**config.mk**
```make
export PLATFORM = sky130hd
export DESIGN_NAME = bounded_substring_search
export DESIGN_NICKNAME = d
export VERILOG_FILES = /design/src/rtl/core/bss_pkg.sv /design/src/rtl/core/bss_fifo.sv /design/src/rtl/core/bss_front.sv /design/src/rtl/core/bss_back.sv /design/src/rtl/core/bounded_substring_search.sv
export SDC_FILE = /design/constraint.sdc
export NUM_CORES = 1
export LEC_CHECK = 0
export ABC_AREA = 1
export BUFFER_PORTS_ARGS = -buffer_cell sky130_fd_sc_hd__buf_2
export CORE_ASPECT_RATIO = 0.5
export CORE_MARGIN = 2
export CORE_UTILIZATION = 53
export DETAILED_ROUTE_END_ITERATION = 8
export GPL_TIMING_DRIVEN = 0
export PLACE_DENSITY = 0.69
export SETUP_SLACK_MARGIN = 0.1
export SYNTH_ARGS = -nofsm -noshare
export SYNTH_HDL_FRONTEND = slang
export SYNTH_SLANG_ARGS = --single-unit
```
**constraint.sdc**
```tcl
create_clock -name clk -period 6.3 [get_ports clk]
set_clock_uncertainty 0.2 [all_clocks]
set_input_delay 0 -clock clk [delete_from_list [all_inputs] [get_ports clk]]
set_output_delay 0 -clock clk [all_outputs]
set_load 0.01 [all_outputs]
```
**src/rtl/core/bss_pkg.sv**
```systemverilog
package bss_pkg;

	localparam int BYTE_W    = 8;
	localparam int LEN_W     = 4;
	localparam int POS_W     = 32;
	localparam int NEEDLE_W  = 64;
	localparam int CFG_IDX_W = 2;

	// configuration register indexes
	localparam logic [CFG_IDX_W-1:0] REG_NEEDLE_BYTES  = 2'd0;
	localparam logic [CFG_IDX_W-1:0] REG_NEEDLE_LENGTH = 2'd1;
	localparam logic [CFG_IDX_W-1:0] REG_SEARCH_LIMIT  = 2'd2;

	typedef enum logic [1:0] {
		ST_SEARCHING = 2'd0,
		ST_FOUND     = 2'd1,
		ST_NOT_FOUND = 2'd2,
		ST_IDLE      = 2'd3
	} status_t;

	// input word after classification
	typedef struct packed {
		logic [BYTE_W-1:0] hay_byte;
		logic              first;
		logic              is_zero;
	} item_t;

	typedef struct packed {
		status_t           status;
		logic [POS_W-1:0]  match_position;
	} result_t;

	typedef struct packed {
		logic [NEEDLE_W-1:0] needle_bytes;
		logic [LEN_W-1:0]    needle_length;
		logic [POS_W-1:0]    search_limit;
	} cfg_t;

endpackage

```
**src/rtl/core/bss_fifo.sv**
```systemverilog
module bss_fifo #(
	parameter int WIDTH = 8,
	parameter int AW    = 2
) (
	input  logic             clk,
	input  logic             arst_n,
	input  logic             push,
	input  logic [WIDTH-1:0] wdata,
	output logic             full,
	input  logic             pop,
	output logic [WIDTH-1:0] rdata,
	output logic             empty
);

	localparam int DEPTH = 1 << AW;

	logic [WIDTH-1:0] mem_q [DEPTH];
	logic [AW:0]      wr_q;
	logic [AW:0]      rd_q;

	// extra pointer bit tells full from empty
	assign empty = (wr_q == rd_q);
	assign full  = (wr_q[AW] != rd_q[AW]) && (wr_q[AW-1:0] == rd_q[AW-1:0]);
	assign rdata = mem_q[rd_q[AW-1:0]];

	always_ff @(posedge clk) begin
		if (push && !full) begin
			mem_q[wr_q[AW-1:0]] <= wdata;
		end
	end

	always_ff @(posedge clk or negedge arst_n) begin
		if (!arst_n) begin
			wr_q <= '0;
			rd_q <= '0;
		end else begin
			if (push && !full) begin
				wr_q <= wr_q + 1'b1;
			end
			if (pop && !empty) begin
				rd_q <= rd_q + 1'b1;
			end
		end
	end

endmodule

```
**src/rtl/core/bss_front.sv**
```systemverilog
module bss_front #(
	parameter int IN_AW = 2
) (
	input  logic                          clk,
	input  logic                          arst_n,
	input  logic                          push,
	output logic                          full,
	input  logic [bss_pkg::BYTE_W-1:0]    hay_byte,
	input  logic                          first,
	input  logic                          item_pop,
	output bss_pkg::item_t                item,
	output logic                          item_empty
);

	import bss_pkg::*;

	item_t                 item_in;
	logic [$bits(item_t)-1:0] item_raw;

	// classify on entry so the back end sees the end-of-string flag ready-made
	always_comb begin
		item_in.hay_byte = hay_byte;
		item_in.first    = first;
		item_in.is_zero  = (hay_byte == '0);
	end

	bss_fifo #(
		.WIDTH ($bits(item_t)),
		.AW    (IN_AW)
	) u_in_q (
		.clk    (clk),
		.arst_n (arst_n),
		.push   (push),
		.wdata  (item_in),
		.full   (full),
		.pop    (item_pop),
		.rdata  (item_raw),
		.empty  (item_empty)
	);

	assign item = item_t'(item_raw);

endmodule

```
**src/rtl/core/bss_back.sv**
```systemverilog
module bss_back #(
	parameter int NEEDLE_MAX = 8,
	parameter int OUT_AW     = 2
) (
	input  logic             clk,
	input  logic             arst_n,
	input  bss_pkg::cfg_t    cfg,
	input  bss_pkg::item_t   item,
	input  logic             item_empty,
	output logic             item_pop,
	input  logic             pop,
	output logic             empty,
	output bss_pkg::result_t result
);

	import bss_pkg::*;

	// window keeps the previous NEEDLE_MAX-1 bytes, newest in the low byte
	localparam int WIN_W  = BYTE_W * (NEEDLE_MAX - 1);
	localparam int FULL_W = WIN_W + BYTE_W;

	logic [WIN_W-1:0] recent_q;
	logic [POS_W-1:0] pos_q;
	logic             finished_q;

	logic [WIN_W-1:0]  recent_eff, recent_d;
	logic [POS_W-1:0]  pos_eff, pos_d;
	logic              fin_eff, fin_d;
	logic [FULL_W-1:0] win_full;
	logic [LEN_W-1:0]  len_clip, eff_len;
	logic [NEEDLE_MAX:1] len_hit;
	logic              hit;
	logic [POS_W:0]    pos_inc;
	logic              at_limit, last_pos, len_fits;
	logic              out_full, fire;
	result_t           res;
	logic [$bits(result_t)-1:0] res_raw;

	// needle length, clipped and cut at the first zero character
	always_comb begin
		len_clip = (cfg.needle_length > LEN_W'(NEEDLE_MAX)) ?
			LEN_W'(NEEDLE_MAX) : cfg.needle_length;
		eff_len = len_clip;
		for (int m = NEEDLE_MAX - 1; m >= 0; m--) begin
			if ((LEN_W'(m) < len_clip) && (cfg.needle_bytes[BYTE_W*m +: BYTE_W] == '0)) begin
				eff_len = LEN_W'(m);
			end
		end
	end

	// restart clears state before the word is handled
	assign recent_eff = item.first ? '0 : recent_q;
	assign pos_eff    = item.first ? '0 : pos_q;
	assign fin_eff    = item.first ? 1'b0 : finished_q;

	assign win_full = {recent_eff, item.hay_byte};

	// one match flag per candidate length, newest byte lines up with the last needle char
	always_comb begin
		for (int l = 1; l <= NEEDLE_MAX; l++) begin
			len_hit[l] = 1'b1;
			for (int m = 0; m < l; m++) begin
				if (win_full[BYTE_W*(l-1-m) +: BYTE_W] !=
				    cfg.needle_bytes[BYTE_W*m +: BYTE_W]) begin
					len_hit[l] = 1'b0;
				end
			end
		end
	end

	always_comb begin
		hit = 1'b0;
		for (int l = 1; l <= NEEDLE_MAX; l++) begin
			if (eff_len == LEN_W'(l)) begin
				hit = len_hit[l];
			end
		end
	end

	assign pos_inc  = {1'b0, pos_eff} + 1'b1;
	assign len_fits = (pos_inc >= (POS_W+1)'(eff_len));
	assign at_limit = (pos_eff >= cfg.search_limit);
	assign last_pos = (pos_inc >= {1'b0, cfg.search_limit});

	always_comb begin
		res.status         = ST_SEARCHING;
		res.match_position = '0;
		fin_d              = fin_eff;
		pos_d              = pos_eff;
		recent_d           = recent_eff;
		if (fin_eff) begin
			res.status = ST_IDLE;
		end else if (eff_len == '0) begin
			res.status = ST_FOUND;
			fin_d      = 1'b1;
		end else if (at_limit || item.is_zero) begin
			res.status = ST_NOT_FOUND;
			fin_d      = 1'b1;
		end else begin
			recent_d = win_full[WIN_W-1:0];
			if (hit && len_fits) begin
				res.status         = ST_FOUND;
				res.match_position = pos_eff - POS_W'(eff_len) + 1'b1;
				fin_d              = 1'b1;
			end else if (last_pos) begin
				res.status = ST_NOT_FOUND;
				fin_d      = 1'b1;
			end else begin
				pos_d = pos_inc[POS_W-1:0];
			end
		end
	end

	assign fire     = !item_empty && !out_full;
	assign item_pop = fire;

	always_ff @(posedge clk or negedge arst_n) begin
		if (!arst_n) begin
			recent_q   <= '0;
			pos_q      <= '0;
			finished_q <= 1'b1;
		end else if (fire) begin
			recent_q   <= recent_d;
			pos_q      <= pos_d;
			finished_q <= fin_d;
		end
	end

	bss_fifo #(
		.WIDTH ($bits(result_t)),
		.AW    (OUT_AW)
	) u_out_q (
		.clk    (clk),
		.arst_n (arst_n),
		.push   (fire),
		.wdata  (res),
		.full   (out_full),
		.pop    (pop),
		.rdata  (res_raw),
		.empty  (empty)
	);

	assign result = result_t'(res_raw);

endmodule

```
**src/rtl/core/bounded_substring_search.sv**
```systemverilog
// Path: a pushed word is written into the input queue, then passes through the
//   search engine, which writes its status word into the result queue.
// Throughput: one word per cycle; the engine retires one word per cycle whenever
//   the input queue holds a word and the result queue has room.
// Reset (arst_n low, asynchronous): both queues empty, configuration zero, search
//   marked finished so every word reports idle until one arrives with first set.
module bounded_substring_search #(
	parameter int NEEDLE_MAX = 8,
	parameter int IN_AW      = 2,
	parameter int OUT_AW     = 2
) (
	input  logic                              clk,
	input  logic                              arst_n,
	// haystack side
	input  logic                              push,
	output logic                              full,
	input  logic [bss_pkg::BYTE_W-1:0]        hay_byte,
	input  logic                              first,
	// result side
	input  logic                              pop,
	output logic                              empty,
	output bss_pkg::status_t                  status,
	output logic [bss_pkg::POS_W-1:0]         match_position,
	// configuration writes
	input  logic                              cfg_valid,
	output logic                              cfg_ready,
	input  logic [bss_pkg::CFG_IDX_W-1:0]     cfg_index,
	input  logic [bss_pkg::NEEDLE_W-1:0]      cfg_data
);

	import bss_pkg::*;

	cfg_t    cfg_q;
	item_t   item;
	logic    item_empty;
	logic    item_pop;
	result_t result;

	// The user must change configuration only while the block is idle; the block
	// does not enforce it. The engine reads these registers directly, with no shadow copy.
	assign cfg_ready = 1'b1;

	always_ff @(posedge clk or negedge arst_n) begin
		if (!arst_n) begin
			cfg_q <= '0;
		end else if (cfg_valid && cfg_ready) begin
			unique case (cfg_index)
				REG_NEEDLE_BYTES:  cfg_q.needle_bytes  <= cfg_data;
				REG_NEEDLE_LENGTH: cfg_q.needle_length <= cfg_data[LEN_W-1:0];
				REG_SEARCH_LIMIT:  cfg_q.search_limit  <= cfg_data[POS_W-1:0];
				default: ; // unmapped index, write dropped
			endcase
		end
	end

	// Front end: takes haystack words, flags the zero byte, and queues them.
	bss_front #(
		.IN_AW (IN_AW)
	) u_front (
		.clk        (clk),
		.arst_n     (arst_n),
		.push       (push),
		.full       (full),
		.hay_byte   (hay_byte),
		.first      (first),
		.item_pop   (item_pop),
		.item       (item),
		.item_empty (item_empty)
	);

	// Back end: holds the byte window, position and finished flag, compares
	// the needle against every candidate length in parallel, and queues one
	// status word per haystack word.
	bss_back #(
		.NEEDLE_MAX (NEEDLE_MAX),
		.OUT_AW     (OUT_AW)
	) u_back (
		.clk        (clk),
		.arst_n     (arst_n),
		.cfg        (cfg_q),
		.item       (item),
		.item_empty (item_empty),
		.item_pop   (item_pop),
		.pop        (pop),
		.empty      (empty),
		.result     (result)
	);

	assign status         = result.status;
	assign match_position = result.match_position;

endmodule

```
After elaboration in Yosys (flattened, before gate mapping)
Memories as Yosys holds them, arrays and structs flattened.
Cells that the tools add are included.
Word-level totals
  bits in registers: 201
  RAM bits: 176
  word-level logic and storage cells: 200
  memories: 2
Memories
  u_back.u_out_q.mem_q: words 4, bits a word 34, read ports 1, clocked after Yosys merged registers in 0, wr ports 1, line bss_fifo.sv:17  | logic [WIDTH-1:0] mem_q [DEPTH];
  u_front.u_in_q.mem_q: words 4, bits a word 10, read ports 1, clocked after Yosys merged registers in 0, wr ports 1, line bss_fifo.sv:17
Cells by class
  add/sub/neg operators: 7
  magnitude comparators: 12
  equal/unequal tests: 52
  mux-type cells: 82
  reductions and logical operators: 35
Operators by type and width (number)
  32-bit 2-to-1 mux: 10
  8-bit inequality test: 36
  56-bit 2-to-1 mux: 4
  8-bit zero test: 9
  1-bit 2-to-1 mux: 54
  4-bit 2-to-1 mux: 9
  32-bit by 1-bit adder with 33-bit output (second input constant): 1
  33-bit by 32-bit greater-or-equal comparator with 1-bit output: 1
  33-bit by 4-bit greater-or-equal comparator with 1-bit output: 1
  32-bit by 1-bit adder with 32-bit output (second input constant): 1
  32-bit greater-or-equal comparator: 1
  32-bit by 4-bit subtractor with 32-bit output: 1
  4-bit by 3-bit equality test with 1-bit output (second input constant): 4
  1-bit logical AND: 16
  3-bit by 4-bit less-than comparator with 1-bit output (first input constant): 4
  3-bit by 1-bit adder with 3-bit output (second input constant): 4
  2-bit 2-to-1 mux: 5
  4-bit by 2-bit equality test with 1-bit output (second input constant): 2
  1-bit by 4-bit less-than comparator with 1-bit output (first input constant): 2
  2-bit by 4-bit less-than comparator with 1-bit output (first input constant): 2
  3-bit equality test: 2
  2-bit AND reduction: 3
  2-bit equality test: 2
  4-bit by 1-bit equality test with 1-bit output (second input constant): 1
  9 further kinds: 13

Logic depth before layout (Yosys ltp)
  depth after elaboration: 26
  mapped depth: 37

Modules after synthesis
From an unflattened synthesis, not the netlist that was laid out.
Second synthesis, totals
  cells, all modules: 3518
  area, all modules: 25912.4 µm²
By module, submodules not included
  bss_back: instances 1, cells each 2522, area an instance 14452.6 µm², sequential area each 2228.4 µm²
  bss_fifo at u_back.u_out_q: instances 1, cells each 390, area an instance 5485.3 µm², sequential area each 4234.1 µm²
  bounded_substring_search: instances 1, cells each 442, area an instance 4040.1 µm², sequential area each 2502.4 µm²
  bss_fifo at u_front.u_in_q: instances 1, cells each 157, area an instance 1908.1 µm², sequential area each 1351.3 µm²
  bss_front: instances 1, cells each 7, area an instance 26.3 µm², sequential area each 0.0 µm²

Worst setup path after synthesis
No wires, ideal clock.
  path kind: register -> register
  from: register u_front.u_in_q.rd_q[0]
  to: register u_back.pos_q[31]
  setup time: 0.130 ns
  arrival time: 4.422 ns
  required time: 5.970 ns
  slack: 1.549 ns
  stages on the path, launching flop included: 30
  cell sequence: dfrtp_1 -> nand2_1 -> nand3_1 -> nand2_4 -> inv_2 -> buf_2 -> nor2_1 -> ha_1 -> nand4_4 -> nor2_4 -> nand2_1 -> xor2_1 -> inv_1 -> ha_1 -> a21oi_1 -> o21a_1 -> o211ai_1 -> o21ai_0 -> nand3_1 -> nand2_1 -> nand2_1 -> nand2_1 -> nand2_1 -> nand2_1 -> nand2_1 -> nor2_1 -> clkbuf_1 -> nand4_1 -> nand3_1 -> o21ai_1
On the way
  word-level cells in the longest chain between the ends: 17
Ends and longest elaborated chain
  start: declaration: line bss_fifo.sv:19  | logic [AW:0] rd_q;
  start signal: assignment: line bss_fifo.sv:41  | rd_q <= rd_q + 1'b1;
  parallel branches: the longest is 17 deep, another holds 32-bit by 1-bit adder with 33-bit output
  end signal: assignment: line bss_back.sv:124  | pos_q <= pos_d;
  end: declaration: line bss_back.sv:23  | logic [POS_W-1:0] pos_q;
Several ways; the timed one is not identified.
A chain may end at the register's enable or synchronous reset.

==> summary.md <==
| Metric | Value |
|---|---|
| Grt met2 use | 71.69% |
| Met1 usage | 59.29% |
| Post-synth EDFFs | 176 |
| Root Driver | clkbuf_16 |
| Cell area after layout | 0.03007 sq mm |
| Syn Area/Cell | 7.261 sq um |
| Hold_sp | cfg_data[59] |
| Routed via count | 28,550 |
| Drt total wl | 121,600 microns |
| GRT busiest layer | met2 |
| Vias in the first global route | 26,730 |
| R2r setup slk | 0.29 ns |
| Die area | 0.05122 sq mm |
| Synth Area in Adders | 6.778% |
| Pwr Total | 18.60 mW |
| Commonest non-fill, non-tap cell in the layout | nand2_1 |
| TritonRoute pass-1 iters | 7 |
| Crit path from | cfg_q[50] |
| Global-route wire length before repair | 174,900 microns |
| Synth Area in Compound Gates | 9.655% |
| Endpoint, Worst Hold | cfg_q[95] |
| CP endpoint kind | flip-flop |
| Cells after DPL | 4,369 |
| Synth area leaders | edfxtp_1, dfrtp_1, nand2_1 |
| Hold Path Depth | 3 |
| # setup viols final | 0 |
| Mux share of post-synthesis cell area | 0.1723% |
| Startpoint types | flip-flop |
| Clock Sinks | 377 |
| Core ar. | 0.04864 sq mm |
| Die height | 161.0 microns |
| Gr ovfl total | 0 |
| Final cell count without fillers | 4,538 |
| Standard-cell rows | 57 |
| Max cap viols | 0 |
| Cell taking the most area after synthesis | edfxtp_1 |
| Initial DRC count | 4,653 |
| Outcome | complete, no violations |
| Sequential element share of the synthesized area | 39.47% |
| Routed Antenna Nets | 0 |
| Post-route setup slack | 0.2863 ns |
| Dpl cell area | 0.02767 sq mm |
| RePlAce Congestion | 1.078 |
| Via/cell ratio | 6.291 |
| Main synth FF type | dfrtp_1 |
| PortBufs | 115 |
| Final Max Tran Viols | 0 |
| Layout Nets | 4,078 |
| Critical Path Fanout Max | 9 |
| RSZ-0062 raised after global routing | no |
| Filler cells | 4,213 |
| CP Class | flip-flop to flip-flop |
| Worst r2r dst | u_back.u_out_q.mem_q[3][26] |
| Worst-Margin Slew | 1.334 ns |
| Mapped cell area | 0.02614 sq mm |
| Post-route DRC | 0 |
| Pleak | 14.63 nW |
| Simple-gate portion of the synthesized area | 31.38% |
| Max transition margin | 10.13% |
| Post-placement setup slack | -0.4482 ns |
| GRT Total Usage | 46.59% |
| Tmin final | 6.014 ns |
| Most frequent cells in the layout | nand2_1, nor2_1, inv_1, nand3_1, o21ai_0 |
| Largest net degree at the start of global routing | 107 |
| Worst path required time | 6.39 ns |
| Period utilization | 95.46% |
| CTS tree | built |
| Worst-path clk slew | 0.07 ns |
| Yosys top cell area share | 20.22% |
| Deepest clock path buffer count | 3 |
| DP Wirelength | 89,700 microns |
| Reg2reg start | cfg_q[50] |
| Ys async rst share | 53.32% |
| Fin util | 61.83% |
| Critical Path AT | 6.10 ns |
| Distinct cell type count after synthesis | 56 |
| Synth Register Bits | 377 |
| Fmax | 166.3 MHz |
| Final hold viol count | 0 |
| Wire per inst | 26.79 microns |
| H-Tree Depth | 2 |
| Layout cells sized above 1 | 8.342% |
| Mapped Nets | 3,821 |
| IO Count | 117 |
| GR Util met3 | 15.51% |
| Largest family of logic cells by synthesized area | simple AND/OR/NAND/NOR gates |
| Synth Instances | 3,600 |
| Hold WC Path Type | input port to flip-flop |
| PD cells | 618.3 mW/mm^2 |
| TritonCTS buffer count | 36 |
| Sum Neg Setup Slack | 0 ns |
| Peak supply drop | 0.3576 mV |
| Initial antenna violation count | 2 |
| Clk Latency, worst-skew pair | 0.60 ns |
| Die X | 318.1 microns |
| Synth-to-layout area growth | 15.05% |
| Reg2Reg Depth | 22 |
| Ys Warns | 0 |
| Starting density of the core | 53.74% |
| WHS | 0.007122 ns |
| XOR/XNOR share of the synthesized area | 4.590% |
-- metal layers --
metal	up-vias	share of wire, %	wire [microns]
met5	-	0.074	90
met4	2	5.9	7120
met3	476	14	16730
met2	2277	43	52040
met1	13450	38	45600
li1	12350	-	-
-- worst max-delay path, cell delays in order (launching register included) --
cell and delay (ns):
dfrtp_2 0.70, clkinvlp_4 0.53, nand4_1 0.23, nor2_1 0.09, nand2_1 0.11, nand2_1 0.13
nor2_1 0.14, o21ai_2 0.22, ha_1 0.42, ha_1 0.31, a21oi_1 0.16, o21bai_1 0.14
nand2_1 0.09, o211ai_1 0.13, a21boi_0 0.51, o21ai_0 0.35, a21oi_1 0.34, nor2_1 0.12
o21ai_0 0.19, nand2_1 0.11, a21oi_1 0.18, xor2_1 0.18, nor2_1 0.10
-- cells in the mapped netlist, types with 2 or more instances --
library cell,count
nand2_1,1048
nor2_1,421
inv_1,372
nand3_1,269
o21ai_0,213
dfrtp_1,200
edfxtp_1,176
a21oi_1,152
ha_1,140
nand4_1,117
xor2_1,117
clkbuf_1,94
nor3_1,37
o22ai_1,37
buf_2,25
xnor2_1,20
nor4_1,15
clkinv_1,12
a22o_1,11
nand2_2,11
buf_1,10
inv_2,8
o211ai_1,7
o21ai_1,7
a21o_1,6
buf_6,6
nand3b_1,6
nor2_2,6
a21boi_0,4
a31oi_1,4
mux2_2,4
nor2_4,4
o21a_1,4
o21bai_1,4
a211oi_1,3
buf_4,3
o31ai_1,3
or2_2,3
a221oi_1,2
nand2_4,2
nand4_4,2
-- how the worst max path moves through the flow --
stage | endpoint | cells past startpoint
2_1_floorplan | u_back.pos_q[31] | 29
3_3_place_gp | u_back.pos_q[14] | 33
3_5_place_dp | u_back.pos_q[6] | 33
4_1_cts | u_back.pos_q[24] | 33
5_1_grt | u_back.finished_q | 33
6_report | u_back.u_out_q.mem_q[3][26] | 22
-- sequential cells by signal (all words and copies together), names as in the netlist --
| register | flops |
|---|---|
| u_front.u_in_q.mem_q | 40 |
| u_front.u_in_q.rd_q | 3 |
| u_back.recent_q | 56 |
| u_front.u_in_q.wr_q | 3 |
| u_back.u_out_q.wr_q | 3 |
| u_back.u_out_q.mem_q | 136 |
| u_back.finished_q | 1 |
| cfg_q | 100 |
| u_back.u_out_q.rd_q | 3 |
| u_back.pos_q | 32 |
-- cells by family after synthesis --
logic type	count (synthesis)
AO/OA/AOI/OAI	463
buffers and inverters	530
adder cells (fa/ha/maj)	141
flip-flops	377
XOR/XNOR	137
multiplexers	4
other	1
AND/OR/NAND/NOR	1947
-- area by class of cell --
cell class              count  area (sq um)  share of cell area [%]
clock buffers              45         954.7                   3.174
clock inverters            20         252.7                  0.8404
multi-input cells        2693         13850                   46.05
well taps                 649         812.0                   2.700
flip-flops and latches    377         10320                   34.33
diodes                      5         12.51                 0.04160
plain buffers             127         571.8                   1.901
inverters                 392          1528                   5.080
repair buffers            230          1769                   5.883
-- where the power goes --
group	internal (mW)	switching [mW]
Clock	1.27	1.11
Combinational	3.40	8.70
Sequential	3.55	0.572
-- what timing repair did --
action / 4_1_cts / 5_1_grt
hold buffers: 89 / 0
buffers inserted: 0 / 21
endpoints found under the hold margin: 328 / 0
setup endpoints to repair: 67 / 77
gates resized for setup: 7 / 42
pin swaps: 0 / 5
(Power assumes the default switching activity.)
